## src/hdl/ste_pkg.sv

```systemverilog
// shared types and codes for the sorted table engine
`timescale 1ns / 1ps

package ste_pkg;

  // operation codes carried on the op port
  typedef enum logic [2:0] {
    OP_INSERT = 3'd0,
    OP_REMOVE = 3'd1,
    OP_GET    = 3'd2,
    OP_FIND   = 3'd3,
    OP_SET    = 3'd4
  } op_t;

  // result status codes
  typedef enum logic [1:0] {
    ST_OK        = 2'd0,
    ST_FULL      = 2'd1,
    ST_BAD_POS   = 2'd2,
    ST_NOT_FOUND = 2'd3
  } status_t;

  // where a moving cell takes its new entry from
  typedef enum logic {
    DIR_FROM_LEFT  = 1'b0,
    DIR_FROM_RIGHT = 1'b1
  } move_dir_t;

  // broadcast command to every cell of the row
  typedef struct packed {
    logic      load_en;
    logic      move_en;
    move_dir_t dir;
  } cell_cmd_t;

endpackage

```

## src/hdl/ste_cell.sv

```systemverilog
// one table slot: holds an entry, compares it with the broadcast key, shifts along the row
`timescale 1ns / 1ps

module ste_cell #(
  parameter int KEY_BITS   = 32,
  parameter int VALUE_BITS = 32,
  parameter int IW         = 6,
  parameter int INDEX      = 0
) (
  input  logic                         clk,
  input  ste_pkg::cell_cmd_t           cmd,
  input  logic [IW-1:0]                load_pos,
  input  logic [IW-1:0]                move_lo,
  input  logic [IW-1:0]                move_hi,
  input  logic                         occupied,
  input  logic signed [KEY_BITS-1:0]   bcast_key,
  input  logic [VALUE_BITS-1:0]        bcast_value,
  input  logic signed [KEY_BITS-1:0]   left_key,
  input  logic [VALUE_BITS-1:0]        left_value,
  input  logic signed [KEY_BITS-1:0]   right_key,
  input  logic [VALUE_BITS-1:0]        right_value,
  output logic signed [KEY_BITS-1:0]   key,
  output logic [VALUE_BITS-1:0]        value,
  output logic                         lt,
  output logic                         le
);
  import ste_pkg::*;

  localparam logic [IW-1:0] IDX = IW'(INDEX);

  logic at_load;
  logic in_range;

  always_comb begin
    at_load  = cmd.load_en && (load_pos == IDX);
    in_range = cmd.move_en && (IDX >= move_lo) && (IDX <= move_hi);
  end

  always_ff @(posedge clk) begin
    if (at_load) begin
      key   <= bcast_key;
      value <= bcast_value;
    end else if (in_range) begin
      if (cmd.dir == DIR_FROM_LEFT) begin
        key   <= left_key;
        value <= left_value;
      end else begin
        key   <= right_key;
        value <= right_value;
      end
    end
  end

  // empty slots never count as below the key
  assign lt = occupied && (key < bcast_key);
  assign le = occupied && (key <= bcast_key);

endmodule

```

## config.mk

```make
export PLATFORM = sky130hd
export DESIGN_NAME = ste_cell
export DESIGN_NICKNAME = d
export VERILOG_FILES = /design/src/hdl/ste_pkg.sv /design/src/hdl/ste_cell.sv
export SDC_FILE = /design/constraint.sdc
export NUM_CORES = 1
export LEC_CHECK = 0
export BUFFER_PORTS_ARGS = -buffer_cell sky130_fd_sc_hd__buf_2
export CORE_MARGIN = 10
export CORE_UTILIZATION = 30
export DETAILED_ROUTE_END_ITERATION = 12
export PLACE_DENSITY = 0.67
export SLEW_MARGIN = 30
export SYNTH_ARGS = -nofsm -noshare
export SYNTH_HDL_FRONTEND = slang
export SYNTH_SLANG_ARGS = --single-unit
```

## constraint.sdc

```tcl
create_clock -name clk -period 23.9 [get_ports clk]
set_input_delay 1.195 -clock clk [delete_from_list [all_inputs] [get_ports clk]]
set_output_delay 1.195 -clock clk [all_outputs]
set_load 0.005 [all_outputs]
```

### Yosys cells after proc, flatten, opt, wreduce, memory -nomap -nowiden

Index checks and enable logic that the tools add are counted.

| storage, ports and cells | value |
|---|---|
| bits of input ports | 215 |
| register bits after elaboration | 64 |

| operators by class | value |
|---|---|
| reduce and logical (&&, ||, !) cells | 7 |
| magnitude comparators | 4 |
| muxes and demuxes | 6 |

Operators by type and width:

| cell | count |
|---|---|
| 2-to-1 mux 32 bit | 6 |
| less-or-equal comparator 32 bit | 1 |
| less-than comparator 32 bit | 1 |
| >= comparator 1 x 6 -> 1 bit (first input constant) | 1 |
| less-or-equal comparator 1 x 6 -> 1 bit (first input constant) | 1 |
| zero test 6 bit | 1 |
| logical AND 1 bit | 5 |
| nonzero test 2 bit | 1 |

### Logic depth before layout (Yosys ltp)

| depth | value |
|---|---|
| depth in word-level cells | 5 |
| mapped depth | 8 |
| mapped depth without buffers | 8 |

### Worst setup path before layout

OpenSTA, ideal clock, no wires.

| timing path | value |
|---|---|
| kind | input port to flip-flop |
| from | in move_lo[3] |
| to | reg key[0], enable pin |
| setup slack | 14.885 ns |
| cell stages on the path | 2 |
| data required time | 23.237 ns |
| arrival | 8.352 ns |
| path through | or4b_2 > o41ai_1 |

| between the ends | value |
|---|---|
| cells in the longest elaborated chain, start to end | 4 |

RTL lines:

| item | RTL line | source |
|---|---|---|
| from (decl) | ste_cell.sv:13 | `input logic [IW-1:0] move_lo,` |
| >= comparator 1 x 6 -> 1 bit | ste_cell.sv:36 | `in_range = cmd.move_en && (IDX >= move_lo) && (IDX <= move_hi);` |
| logical AND 1 bit (2 in a row) | ste_cell.sv:36 |  |
| nonzero test 2 bit (no source line) | n/a |  |
| to (signal assigned) | ste_cell.sv:41 | `key <= bcast_key;` |
| to (signal assigned) | ste_cell.sv:45 | `key <= left_key;` |
| to (signal assigned) | ste_cell.sv:48 | `key <= right_key;` |
| to (decl) | ste_cell.sv:22 | `output logic signed [KEY_BITS-1:0] key,` |

Every way passes these cells.
A chain may end at the register's enable or synchronous reset.

### Worst setup path in the final report

| timing path | value |
|---|---|
| from | in bcast_key[31] |
| to | out le |

| between the ends | value |
|---|---|
| cells in the longest elaborated chain, start to end | 2 |

RTL lines:

| item | RTL line | source |
|---|---|---|
| from (decl) | ste_cell.sv:16 | `input logic signed [KEY_BITS-1:0] bcast_key,` |
| less-or-equal comparator 32 bit | ste_cell.sv:56 | `assign le = occupied && (key <= bcast_key);` |
| logical AND 1 bit | ste_cell.sv:56 |  |
| to (decl) | ste_cell.sv:25 | `output logic le` |

Every way passes these cells.

==> summary.md <==
| Metric | Value |
|---|---|
| IO Count | 281 |
| DRC Markers | 0 |
| Largest net degree at the start of global routing | 74 |
| Post-synthesis register bit count | 64 |
| Total number of vias | 3834 |
| Status | completed |
| Pre-Repair DR Iteration Count | 4 |
| Starting DRT DRC Count | 100 |
| First-pass GRT wire length | 20300 um |
| Leak | 0.00300 uW |
| Pwr/cell area | 51.9 nW/um2 |
| Grt total ovfl | 0 |
| CP Capture Point | le |
| Crit path kind | in -> out |
| DR WL/cell | 16.0 um |
| Max-slew violation count | 0 |
| Synthesis Warnings | 0 |
| Max_cap viols | 0 |
| Synth Cell Area | 4090 um2 |
| Slew @ Worst Pin | 0.872 ns |
| Post-synthesis sequential area ratio | 47.0% |
| Fin. Hold Viols | 0 |
| Die W | 137 um |
| Antenna diode count | 0 |
| RSZ-0062 raised after global routing | no |
| Area delta synth->final | 45.3% |
| Data required, critical path | 22.71 ns |
| Num CTS Buffers | 9 |
| Hpwl dp | 11100 um |
| Final wirelength | 13500 um |
| Clock-pin slew on the worst setup and hold paths | 0.05 ns |
| CP max FO | 5 |
| Cells after Synth | 398 |
| Top-area cell type share of the netlist area | 47.0% |
| Antenna violations before repair | 1 |
| Die ar. | 18700 um2 |
| Hold-critical path depth | 3 |
| Critical path origin | bcast_key[31] |
| Clk buf depth | 2 |
| Routability cong. | 0.777 |
| CP top delay family | simple AND/OR/NAND/NOR gates |
| Crit path launch type | input port |
| Place WS | 19.37 ns |
| Hold Slack | 1.20 ns |
| Nets | 911 |
| VDD IR max | 0.0000240 V |
| Mean Syn Cell Area | 10.3 um2 |
| Post-CTS setup buffer count | 0 |
| Port Buffers | 274 |
| Period utilization | 18.7% |
| Leading post-synthesis cells by cell area | edfxtp_1, mux2i_1, ha_1 |
| Die Ht | 137 um |
| CTS tree | yes |
| CP Buf/Inv Count | 3 |
| Clk sinks | 64 |
| Post-layout util | 44.7% |
| CTS resizes | 0 |
| Worst Hold Class | in -> reg |
| Endpoints failing setup | 0 |
| Setup WS post-layout | 19.44 ns |
| CTS H-tree lvls | 3 |
| Crit path max-delay cell type | nor4_1 |
| Tot GR Track Use | 13.9% |
| Layout cells sized above 1 | 44.1% |
| Top FF cell, synth | edfxtp_1 |
| Slew HR | 41.9% |
| Synth cell count leaders | a21oi_1, nor2_1, edfxtp_1, mux2i_1, inv_1 |
| Crit end category | output port |
| CP peak stage delay | 0.62 ns |
| Critical path depth in cells | 9 |
| CP Data Arrival Time | 3.27 ns |
| Vias in the first global route | 4037 |
| Post-synth EDFFs | 64 |
| Yosys top cell by area | edfxtp_1 |
| FP Rows | 42 |
| Cell Count, Final, Fillers Out | 845 |
| Syn nets | 645 |
| Post-Place Cells | 829 |
| Worst-path cell chain | buf_2 -> inv_1 -> ha_1 -> nand4_2 -> nor4_1 -> a311o_2 -> o31ai_4 -> a41o_1 -> buf_2 |
| Via density | 4.54 |
| Core Footprint | 13300 um2 |
| Asr flop ratio synth | 0% |
| Antenna Nets Post-Route | 0 |
| CTS root buf | clkbuf_16 |
| Count of cell types in the netlist | 33 |
| Fin Setup TNS | 0 ns |
| Hold buffer count at cts | 0 |
| Most common cell on crit path | buf_2 |
| Crit path time final | 4.46 ns |
| Initial Util | 30.8% |
| Most frequent cell after synthesis | a21oi_1 |
| Fmax | 0.224 GHz |
[sequential cells by signal (all words and copies together) (netlist names)]
register / count
key: 32
value: 32
[how the worst min path moves through the flow]
stage / start / endpoint / slack [ns]
2_1_floorplan: bcast_key[0] / key[0] / 1.43
3_3_place_gp: bcast_value[3] / value[3] / 1.52
3_5_place_dp: bcast_value[11] / value[11] / 1.52
4_1_cts: bcast_value[14] / value[14] / 1.18
5_1_grt: bcast_value[14] / value[14] / 1.20
6_report: bcast_value[14] / value[14] / 1.20
[layout by cell type, fill, tap and decap left out, drive strengths merged]
master / instances
a311o: 1
nand3: 3
a21boi: 1
clkbuf: 12
nor4: 1
a21o: 1
nor2: 65
edfxtp: 64
nor4b: 1
o21ai: 4
ha: 32
nor2b: 1
and4: 1
buf: 276
mux2i: 64
a21oi: 77
clkinv: 2
a221o: 2
nor3: 3
nand4: 7
inv: 34
nand3b: 1
a2111oi: 1
o211ai: 1
a41o: 1
o31a: 1
bufinv: 2
o31ai: 1
or4b: 1
nand2: 7
o41ai: 1
[cell families (layout without fill, tap and decap cells)]
family,after synthesis,count (layout),synth area share (%)
adder cells (fa/ha/maj),32,32,9.79
AND/OR/NAND/NOR,91,91,9.73
buffers and inverters,55,326,5.08
AO/OA/AOI/OAI,92,92,12.7
multiplexers,64,64,15.7
flip-flops,64,64,47.0
[report_power, final]
group / total (uW) / switching [uW] / internal, uW
Clock: 137 / 45.8 / 90.8
Combinational: 45.0 / 19.8 / 25.2
Sequential: 127 / 0.503 / 126
Total: 308 / 66.1 / 242
[layout make-up]
| type | count | area (um2) |
|---|---|---|
| Fill cell | 1350 | 7350 |
| Clock buffer | 12 | 236 |
| Clock inverter | 4 | 68.8 |
| Tap cell | 176 | 220 |
| Multi-Input combinational cell | 279 | 1970 |
| Timing Repair Buffer | 276 | 1390 |
| Inverter | 34 | 128 |
| Sequential cell | 64 | 1920 |
[layer usage]
layer	up-vias	GRT usage, %	part of all wire (%)
met5	-	0	0.15
met4	2	6.04	2.2
met3	19	6.89	12
met2	164	22.6	48
met1	1660	15.0	37
li1	1989	-	-
[metrics by stage]
step	power, uW	area (um2)
final	308	5940
after global routing	323	5940
after CTS	314	5940
after detailed placement	175	5640
after global placement	174	5630
after floorplan	151	4090
Note: power is estimated with default switching activity, not from simulation.
